<file path="src/rrts_pkg.sv">
// shared types and constants for the round-robin task scheduler
package rrts_pkg;

    localparam int DEF_MAX_TASKS = 64;

    localparam int CMD_W    = 2;
    localparam int SLOT_W   = 6;
    localparam int GEN_W    = 32;
    localparam int SLICE_W  = 8;
    localparam int IN_DW    = 8;
    localparam int OUT_DW   = 48;

    localparam logic [GEN_W-1:0]   GEN_MAX       = 32'hFFFF_FFFF;
    localparam logic [GEN_W-1:0]   GEN_FIRST     = 32'd1;
    localparam logic [GEN_W-1:0]   GEN_RESET     = 32'd2;
    localparam logic [SLICE_W-1:0] SLICE_RESET   = 8'd5;

    typedef enum logic [CMD_W-1:0] {
        CMD_CREATE   = 2'd0,
        CMD_FREE     = 2'd1,
        CMD_TICK     = 2'd2,
        CMD_SCHEDULE = 2'd3
    } sched_op_t;

    typedef enum logic [1:0] {
        ST_IDLE,
        ST_EXEC,
        ST_TAG
    } sched_state_t;

    // controller to datapath
    typedef struct packed {
        logic capture;
        logic commit;
        logic load_out;
        logic load_tag;
    } sched_cmd_t;

    // datapath to controller
    typedef struct packed {
        logic need_tag;
    } sched_stat_t;

endpackage

</file>
<file path="src/rrts_ctrl.sv">
// sequencing state machine for the task scheduler
module rrts_ctrl (
    input  logic                 clk,
    input  logic                 rst_n,
    input  logic                 s_tvalid,
    output logic                 s_tready,
    output logic                 m_tvalid,
    input  logic                 m_tready,
    input  rrts_pkg::sched_stat_t stat,
    output rrts_pkg::sched_cmd_t  cmd
);
    import rrts_pkg::*;

    sched_state_t state_reg;
    sched_state_t state_next;
    logic         out_valid_reg;
    logic         out_valid_next;
    logic         out_free;

    assign out_free = !out_valid_reg || m_tready;

    always_comb
    begin
        state_next = state_reg;
        case (state_reg)
            ST_IDLE:
            begin
                if (s_tvalid)
                begin
                    state_next = ST_EXEC;
                end
            end
            ST_EXEC:
            begin
                if (out_free)
                begin
                    state_next = stat.need_tag ? ST_TAG : ST_IDLE;
                end
            end
            ST_TAG:
            begin
                if (out_free)
                begin
                    state_next = ST_IDLE;
                end
            end
            default:
            begin
                state_next = ST_IDLE;
            end
        endcase
    end

    always_comb
    begin
        cmd      = '0;
        s_tready = 1'b0;
        case (state_reg)
            ST_IDLE:
            begin
                s_tready    = 1'b1;
                cmd.capture = s_tvalid;
            end
            ST_EXEC:
            begin
                cmd.commit   = out_free;
                cmd.load_out = out_free && !stat.need_tag;
            end
            ST_TAG:
            begin
                cmd.load_tag = out_free;
            end
            default:
            begin
                cmd = '0;
            end
        endcase
    end

    always_comb
    begin
        if (cmd.load_out || cmd.load_tag)
        begin
            out_valid_next = 1'b1;
        end
        else if (m_tready)
        begin
            out_valid_next = 1'b0;
        end
        else
        begin
            out_valid_next = out_valid_reg;
        end
    end

    assign m_tvalid = out_valid_reg;

    always_ff @(posedge clk or negedge rst_n)
    begin
        if (!rst_n)
        begin
            state_reg     <= ST_IDLE;
            out_valid_reg <= 1'b0;
        end
        else
        begin
            state_reg     <= state_next;
            out_valid_reg <= out_valid_next;
        end
    end

endmodule

</file>
<file path="src/rrts_dp.sv">
// slot pool, ready queue, time slice and result register of the scheduler
module rrts_dp #(
    parameter int MAX_TASKS = rrts_pkg::DEF_MAX_TASKS
) (
    input  logic                          clk,
    input  logic                          rst_n,
    input  rrts_pkg::sched_cmd_t          cmd,
    output rrts_pkg::sched_stat_t         stat,
    input  rrts_pkg::sched_op_t           in_command,
    input  logic [rrts_pkg::SLOT_W-1:0]   in_slot,
    input  logic                          cfg_we,
    input  logic [rrts_pkg::SLICE_W-1:0]  cfg_wdata,
    output logic                          out_ok,
    output logic [rrts_pkg::SLOT_W-1:0]   out_task_slot,
    output logic [rrts_pkg::GEN_W-1:0]    out_task_generation,
    output logic                          out_expired,
    output logic                          out_queue_overflow
);
    import rrts_pkg::*;

    localparam int SW = (MAX_TASKS > 1) ? $clog2(MAX_TASKS) : 1;
    localparam int CW = $clog2(MAX_TASKS + 1);
    localparam logic [SW-1:0] LAST_IDX = SW'(MAX_TASKS - 1);
    localparam logic [CW-1:0] FULL_CNT = CW'(MAX_TASKS);

    // memories
    logic [GEN_W-1:0] tag_mem  [MAX_TASKS];
    logic [SW-1:0]    fifo_mem [MAX_TASKS];

    // control state
    logic [MAX_TASKS-1:0] used_reg, used_next;
    logic                 init0_reg, init0_next;
    logic [SW-1:0]        head_reg, head_next;
    logic [SW-1:0]        tail_reg, tail_next;
    logic [CW-1:0]        count_reg, count_next;
    logic [CW-1:0]        used_count_reg, used_count_next;
    logic [SW-1:0]        running_reg, running_next;
    logic [GEN_W-1:0]     running_tag_reg, running_tag_next;
    logic [GEN_W-1:0]     next_gen_reg, next_gen_next;
    logic [SLICE_W-1:0]   time_left_reg, time_left_next;
    logic [SLICE_W-1:0]   time_slice_reg;

    // captured item and lookups
    sched_op_t            cmd_reg;
    logic [SLOT_W-1:0]    slot_reg;
    logic [SW-1:0]        free_idx_reg;
    logic                 free_found_reg;
    logic [SW-1:0]        pop_reg;
    logic [GEN_W-1:0]     tag_rd_reg;
    logic                 pop_used_reg;
    logic                 pop_init_reg;

    // combinational
    logic [SW-1:0]        free_idx;
    logic                 free_found;
    logic [SW-1:0]        slot_idx;
    logic                 slot_in_range;
    logic                 free_hit;
    logic                 fifo_we;
    logic [SW-1:0]        fifo_wdata;
    logic                 tag_we;
    logic                 tag_rd_en;
    logic [GEN_W-1:0]     pop_tag;
    logic                 res_ok;
    logic [SW-1:0]        res_slot;
    logic [GEN_W-1:0]     res_tag;
    logic                 res_ovf;

    function automatic logic [SW-1:0] ptr_inc(input logic [SW-1:0] p);
        logic [SW-1:0] r;
        r = (p == LAST_IDX) ? '0 : p + 1'b1;
        return r;
    endfunction

    // lowest free slot
    always_comb
    begin
        free_idx   = '0;
        free_found = 1'b0;
        for (int i = MAX_TASKS - 1; i >= 0; i--)
        begin
            if (!used_reg[i])
            begin
                free_idx   = SW'(i);
                free_found = 1'b1;
            end
        end
    end

    assign slot_in_range = (32'(slot_reg) < 32'(MAX_TASKS));
    assign slot_idx      = SW'(slot_reg);
    assign free_hit      = slot_in_range && used_reg[slot_idx];
    assign pop_tag       = !pop_used_reg ? '0 : (pop_init_reg ? GEN_FIRST : tag_rd_reg);

    assign stat.need_tag = (cmd_reg == CMD_SCHEDULE) && (count_reg != '0);

    always_comb
    begin
        used_next        = used_reg;
        init0_next       = init0_reg;
        head_next        = head_reg;
        tail_next        = tail_reg;
        count_next       = count_reg;
        used_count_next  = used_count_reg;
        running_next     = running_reg;
        running_tag_next = running_tag_reg;
        next_gen_next    = next_gen_reg;
        time_left_next   = time_left_reg;
        fifo_we          = 1'b0;
        fifo_wdata       = running_reg;
        tag_we           = 1'b0;
        tag_rd_en        = 1'b0;
        res_ok           = 1'b0;
        res_slot         = running_reg;
        res_tag          = running_tag_reg;
        res_ovf          = 1'b0;

        if (cmd.commit)
        begin
            case (cmd_reg)
                CMD_CREATE:
                begin
                    if (used_count_reg < FULL_CNT)
                    begin
                        if (count_reg >= FULL_CNT)
                        begin
                            res_ovf = 1'b1;
                        end
                        else if (free_found_reg)
                        begin
                            used_next[free_idx_reg] = 1'b1;
                            tag_we                  = 1'b1;
                            if (free_idx_reg == '0)
                            begin
                                init0_next = 1'b0;
                            end
                            if (free_idx_reg == running_reg)
                            begin
                                running_tag_next = next_gen_reg;
                            end
                            used_count_next = used_count_reg + 1'b1;
                            next_gen_next   = (next_gen_reg == GEN_MAX) ? GEN_FIRST
                                                                        : next_gen_reg + 1'b1;
                            fifo_we    = 1'b1;
                            fifo_wdata = free_idx_reg;
                            tail_next  = ptr_inc(tail_reg);
                            count_next = count_reg + 1'b1;
                            res_ok     = 1'b1;
                            res_slot   = free_idx_reg;
                            res_tag    = next_gen_reg;
                        end
                    end
                end
                CMD_FREE:
                begin
                    if (free_hit)
                    begin
                        used_next[slot_idx] = 1'b0;
                        used_count_next     = used_count_reg - 1'b1;
                        res_ok              = 1'b1;
                        if (slot_idx == running_reg)
                        begin
                            running_tag_next = '0;
                            res_tag          = '0;
                        end
                    end
                end
                CMD_TICK:
                begin
                    if (time_left_reg != '0)
                    begin
                        time_left_next = time_left_reg - 1'b1;
                    end
                end
                CMD_SCHEDULE:
                begin
                    // pop and push in one step, so the count stays put
                    if (count_reg != '0)
                    begin
                        head_next      = ptr_inc(head_reg);
                        tail_next      = ptr_inc(tail_reg);
                        fifo_we        = 1'b1;
                        fifo_wdata     = running_reg;
                        running_next   = pop_reg;
                        time_left_next = time_slice_reg;
                        tag_rd_en      = 1'b1;
                    end
                end
                default:
                begin
                    res_ok = 1'b0;
                end
            endcase
        end

        if (cmd.load_tag)
        begin
            running_tag_next = pop_tag;
        end
    end

    // memory ports
    always_ff @(posedge clk)
    begin
        if (tag_we)
        begin
            tag_mem[free_idx_reg] <= next_gen_reg;
        end
        if (tag_rd_en)
        begin
            tag_rd_reg <= tag_mem[pop_reg];
        end
    end

    always_ff @(posedge clk)
    begin
        if (fifo_we)
        begin
            fifo_mem[tail_reg] <= fifo_wdata;
        end
        if (cmd.capture)
        begin
            pop_reg <= fifo_mem[head_reg];
        end
    end

    // captured item, search result and output word
    always_ff @(posedge clk)
    begin
        if (cmd.capture)
        begin
            cmd_reg        <= in_command;
            slot_reg       <= in_slot;
            free_idx_reg   <= free_idx;
            free_found_reg <= free_found;
        end
        if (tag_rd_en)
        begin
            pop_used_reg <= used_reg[pop_reg];
            pop_init_reg <= init0_reg && (pop_reg == '0);
        end
        if (cmd.load_out)
        begin
            out_ok              <= res_ok;
            out_task_slot       <= SLOT_W'(res_slot);
            out_task_generation <= res_tag;
            out_expired         <= (time_left_next == '0);
            out_queue_overflow  <= res_ovf;
        end
        else if (cmd.load_tag)
        begin
            out_ok              <= 1'b1;
            out_task_slot       <= SLOT_W'(running_reg);
            out_task_generation <= pop_tag;
            out_expired         <= (time_left_reg == '0);
            out_queue_overflow  <= 1'b0;
        end
    end

    always_ff @(posedge clk or negedge rst_n)
    begin
        if (!rst_n)
        begin
            used_reg        <= MAX_TASKS'(1);
            init0_reg       <= 1'b1;
            head_reg        <= '0;
            tail_reg        <= '0;
            count_reg       <= '0;
            used_count_reg  <= CW'(1);
            running_reg     <= '0;
            running_tag_reg <= GEN_FIRST;
            next_gen_reg    <= GEN_RESET;
            time_left_reg   <= '0;
            time_slice_reg  <= SLICE_RESET;
        end
        else
        begin
            used_reg        <= used_next;
            init0_reg       <= init0_next;
            head_reg        <= head_next;
            tail_reg        <= tail_next;
            count_reg       <= count_next;
            used_count_reg  <= used_count_next;
            running_reg     <= running_next;
            running_tag_reg <= running_tag_next;
            next_gen_reg    <= next_gen_next;
            time_left_reg   <= time_left_next;
            if (cfg_we)
            begin
                time_slice_reg <= cfg_wdata;
            end
        end
    end

endmodule

</file>
<file path="src/round_robin_task_scheduler_top.sv">
// top level of the round-robin task scheduler with time slice
//
// usage
// - command words enter on the s_ side: s_tuser carries the command (create,
//   free, tick, schedule), s_tdata[5:0] the slot to free
// - one result word per command leaves on the m_ side: ok, task slot, its
//   generation tag, the expired flag and the queue overflow flag
// - cfg_we/cfg_wdata load the time slice; write only while the block is idle
// timing
// - create, free and tick pass from accept through the commit state to the
//   result; a schedule that switches tasks adds a tag state, the registered read
//   of the tag memory at the slot popped from the ready queue
// - one command is in flight at a time; the next is taken once the
//   result has been moved into the output register
// reset
// - slot 0 runs with generation 1 and is taken in the pool, the ready queue is
//   empty, next generation is 2, time left is 0 and the time slice is 5
// stall
// - the result sits in the output register until m_tready; while it waits
//   the next command is accepted and held until the output register frees
module round_robin_task_scheduler_top #(
    parameter int MAX_TASKS = rrts_pkg::DEF_MAX_TASKS
) (
    input  logic                          clk,
    input  logic                          rst_n,
    // command word in
    input  logic                          s_tvalid,
    output logic                          s_tready,
    input  logic [rrts_pkg::IN_DW-1:0]    s_tdata,   // [5:0] slot, [7:6] zero
    input  logic [rrts_pkg::CMD_W-1:0]    s_tuser,   // [1:0] command
    // result word out
    output logic                          m_tvalid,
    input  logic                          m_tready,
    output logic [rrts_pkg::OUT_DW-1:0]   m_tdata,   // [0] ok, [6:1] task_slot,
                                                     // [38:7] task_generation,
                                                     // [39] expired,
                                                     // [40] queue_overflow, [47:41] zero
    // time slice register
    input  logic                          cfg_we,
    input  logic [rrts_pkg::SLICE_W-1:0]  cfg_wdata
);
    import rrts_pkg::*;

    sched_cmd_t          cmd;
    sched_stat_t         stat;
    logic                out_ok;
    logic [SLOT_W-1:0]   out_task_slot;
    logic [GEN_W-1:0]    out_task_generation;
    logic                out_expired;
    logic                out_queue_overflow;

    // state machine: accept, commit, result load
    rrts_ctrl u_ctrl (
        .clk      (clk),
        .rst_n    (rst_n),
        .s_tvalid (s_tvalid),
        .s_tready (s_tready),
        .m_tvalid (m_tvalid),
        .m_tready (m_tready),
        .stat     (stat),
        .cmd      (cmd)
    );

    // slot pool, ready queue and result register
    rrts_dp #(
        .MAX_TASKS (MAX_TASKS)
    ) u_dp (
        .clk                 (clk),
        .rst_n               (rst_n),
        .cmd                 (cmd),
        .stat                (stat),
        .in_command          (sched_op_t'(s_tuser)),
        .in_slot             (s_tdata[SLOT_W-1:0]),
        .cfg_we              (cfg_we),
        .cfg_wdata           (cfg_wdata),
        .out_ok              (out_ok),
        .out_task_slot       (out_task_slot),
        .out_task_generation (out_task_generation),
        .out_expired         (out_expired),
        .out_queue_overflow  (out_queue_overflow)
    );

    // pack result fields, lowest field first, zero pad to whole bytes
    assign m_tdata = {
        (OUT_DW - (SLOT_W + GEN_W + 3))'(0),
        out_queue_overflow,
        out_expired,
        out_task_generation,
        out_task_slot,
        out_ok
    };

endmodule
</file>
<file path="config.mk">
export PLATFORM = sky130hd
export DESIGN_NAME = round_robin_task_scheduler_top
export DESIGN_NICKNAME = d
export VERILOG_FILES = /design/src/rrts_pkg.sv /design/src/rrts_ctrl.sv /design/src/rrts_dp.sv /design/src/round_robin_task_scheduler_top.sv
export SDC_FILE = /design/constraint.sdc
export NUM_CORES = 2
export LEC_CHECK = 0
export ABC_CLOCK_PERIOD_IN_PS = 7300
export BUFFER_PORTS_ARGS = -buffer_cell sky130_fd_sc_hd__buf_2
export CORE_MARGIN = 2
export CORE_UTILIZATION = 35
export DETAILED_ROUTE_END_ITERATION = 10
export PLACE_DENSITY_LB_ADDON = 0.3
export SYNTH_ARGS = -nofsm -noshare
export SYNTH_HDL_FRONTEND = slang
export SYNTH_SLANG_ARGS = --single-unit
</file>
<file path="constraint.sdc">
create_clock -name clk -period 7.3 [get_ports clk]
set_clock_uncertainty 0.05 [all_clocks]
set_input_delay 1.095 -clock clk [delete_from_list [all_inputs] [get_ports clk]]
set_output_delay 1.095 -clock clk [all_outputs]
set_load 0.02 [all_outputs]
</file>
==> run metrics <==
slowest library cell on the worst path=nor2_4; DR DRC count=0; routability congestion estimate=0.855; CTS tree=yes; status=complete, but fails checks; Finished Layout Cells=9,575; Port Buffers=63; Initial DRC Count=6,091; vias in the first global route=53.5k; Post-CTS Setup Inserts=0; Num CTS Buffers=289; Post-Route WL=268,000 um; Fillers=26.6k; RSZ-0062 raised after global routing=false; Final TNS setup=0 ps; final core utilization=0.404; first-pass GRT wire length=387,000 um; cell row count=202; Avg Vias per Cell=5.48; Syn Inst Count=5,023; failing checks=capacitance limit, slew limit; YS warnings=0; Syn Area/Cell=21.3 um^2; die height=557 um; fraction of registers with async set/reset=0.0665; First-pass DRT Iterations=7; Hold Slack=274 ps; Tot GR Track Use=0.171; CTS sink count=2,708; Post-DRT Antenna Nets=0; Cell Pwr Density=330 nW/um^2; worst vdd ir=0.268 mV; Core Box Area=304,000 um^2; Crit path required time=7750 ps; count of final hold-check violations=0; Slew @ Worst Pin=1510 ps; Worst path max stage delay=940 ps; Hold WC Path Type=primary input to asynchronous set/reset pin; max-slew violations=9; Overall Power=40.5 mW; Cells after DPL=9,055; post-CTS sizing=0; H-tree depth=5; Largest register FFs=2,048; Starting Density=0.352; Worst path most repeated cell=buf_4; worst-path maximum fanout=18; Wirelength per Cell=28.0 um; post-layout min period=4460 ps; Die Width=557 um; Nets=5,306; mapped cell area=107,000 um^2; leakage=38.9 nW; number of enable flip-flop cells after synthesis=2,528; layout cell share with drive strength beyond 1=0.294; slew margin rel.=-0.0146; WP data arrival=4910 ps; FF+latch count, synth=2,708; clock-pin slew on the worst setup and hold paths=60 ps; Die ar.=310,000 um^2; Max-cap violations=1; Clock Path Buffers=4; antenna violations before repair=10; critical path type=register to register; root buf cell=clkbuf_16; # IOs=73; Post-synth top flop=edfxtp_1; largest net degree at the start of global routing=102; crit share post-route=0.610; final setup fails=0; Peak Freq=224 MHz; gr ovfl total=0; Seq/Total Area, Yosys=0.752; clk_lat worst skew=850 ps; kind of start point of the critical path=register; P&R area growth vs syn=14.5%; vias=52.5k; Post-DP HPWL=154,000 um; critical path endpoint category=register; # hold bufs at CTS=0; worst-path cell chain=inv_1 -> ha_1 -> nand4bb_1 -> nor3_2 -> buf_4 -> nand2_1 -> nor2_4 -> buf_4; synth unique cells=75
final timing paths:
path | cells past startpoint | to | slack [ps] | startpoint
worst max-delay path | 8 | u_dp.tag_mem[30][18] | 2840 | u_dp.cmd_reg[0]
worst min-delay path | 1 | u_dp.used_reg[32] | 270 | rst_n
worst max register to register | 8 | u_dp.tag_mem[30][18] | 2840 | u_dp.cmd_reg[0]
worst min register to register | 1 | u_dp.init0_reg | 440 | u_dp.init0_reg
max in group asynchronous | 2 | u_dp.head_reg[1] | 5570 | rst_n
min in group clk | 1 | u_dp.slot_idx[4] | 400 | s_tdata[4]
final cells by class:
type	count	area, um^2	share of cell area
Sequential cell	2708	80500	0.657
Multi-Input combinational cell	1976	25800	0.210
Clock buffer	368	7680	0.0627
Tap cell	4080	5100	0.0417
Timing Repair Buffer	233	1790	0.0146
Clock inverter	149	1440	0.0118
Inverter	58	218	0.00178
Antenna cell	3	7.51	0.0000613
power by group:
part / internal [mW] / total [mW] / switching [mW] / leakage [nW]
registers: 17.7 / 18.3 / 0.535 / 25.5
logic: 3.48 / 7.90 / 4.43 / 8.96
clock network: 8.29 / 14.3 / 6.00 / 4.44
cells in the mapped netlist (all sizes together), types with 6 or more instances:
master  instances  area share
xor2           15      0.0012
edfxtp       2528        0.71
and3           13     0.00076
a22oi          68      0.0048
o211ai          7     0.00049
nor2          239      0.0084
o21ai          71      0.0033
dfstp           7      0.0017
nor3           15     0.00070
or3             8     0.00047
a311oi          6     0.00049
o221ai         29      0.0024
clkbuf        176      0.0062
a21o            7     0.00049
nor2b          15     0.00088
nand2         213      0.0075
nand4          28      0.0016
dfrtp         173       0.040
nand3          61      0.0029
ha             16      0.0019
xnor2          40      0.0033
mux2i          11      0.0010
nand2b         12     0.00070
inv            57      0.0020
buf           111      0.0045
mux4          825        0.17
nor4           20      0.0012
mux2           14      0.0015
o31ai           8     0.00056
a31oi          14     0.00082
or3b            7     0.00057
a221oi         29      0.0024
nor3b           7     0.00049
a21oi          90      0.0042
nand3b         13     0.00091
routing by layer:
layer	vias to the layer above	GRT usage	share of wire
met5	-	0	0
met3	412	0.0323	0.074
met2	2003	0.279	0.49
met4	0	0.0399	0.022
li1	21600	-	-
met1	28500	0.237	0.42
kinds of logic after synthesis:
logic type / after synthesis / share of synthesized area
simple gates: 673 / 0.0288
compound gates: 374 / 0.0237
flops: 2708 / 0.752
fa+ha+maj: 17 / 0.00206
mux: 850 / 0.176
other cells: 1 / 0.0000351
buf+inv: 345 / 0.0127
xor+xnor: 55 / 0.00450
cells in the final DEF (no fill, tap or decap), types with 14 or more instances in the layout:
cell type / Yosys / final
edfxtp_1: 2528 / 2528
mux4_2: 825 / 825
clkbuf_16: 0 / 291
nand2_1: 213 / 205
nor2_1: 239 / 173
buf_4: 14 / 154
dfrtp_1: 173 / 139
a21oi_1: 89 / 89
a22oi_1: 68 / 68
o21ai_0: 68 / 67
clkbuf_1: 176 / 66
nor2_4: 0 / 65
buf_2: 11 / 62
nand3_1: 61 / 60
inv_1: 57 / 56
clkinv_1: 1 / 47
clkinv_2: 0 / 44
xnor2_1: 40 / 40
dfrtp_2: 0 / 32
o221ai_1: 29 / 29
a221oi_1: 29 / 29
nand4_1: 28 / 28
bufinv_16: 0 / 23
xor2_1: 15 / 15
ha_1: 16 / 15
inv_6: 0 / 15
buf_12: 0 / 15
nor2b_1: 15 / 14
nor3_1: 15 / 14
a31oi_1: 14 / 14
nor4_1: 20 / 14
metrics by stage:
stage / setup WS [ps] / instance area, um^2
after floorplan: 3010 / 107000
after global placement: 2470 / 113000
after detailed placement: 2480 / 113000
after CTS: 2820 / 122000
after global routing: 2600 / 122000
final: 2840 / 123000
worst max-delay path, delay by kind of cell, from the launching register on:
kind / cells / cell delay (ps)
fa+ha+maj: 1 / 260
buf+inv: 3 / 1000
flops: 1 / 440
simple gates: 4 / 2330
Power figures use the tool's default switching activity.
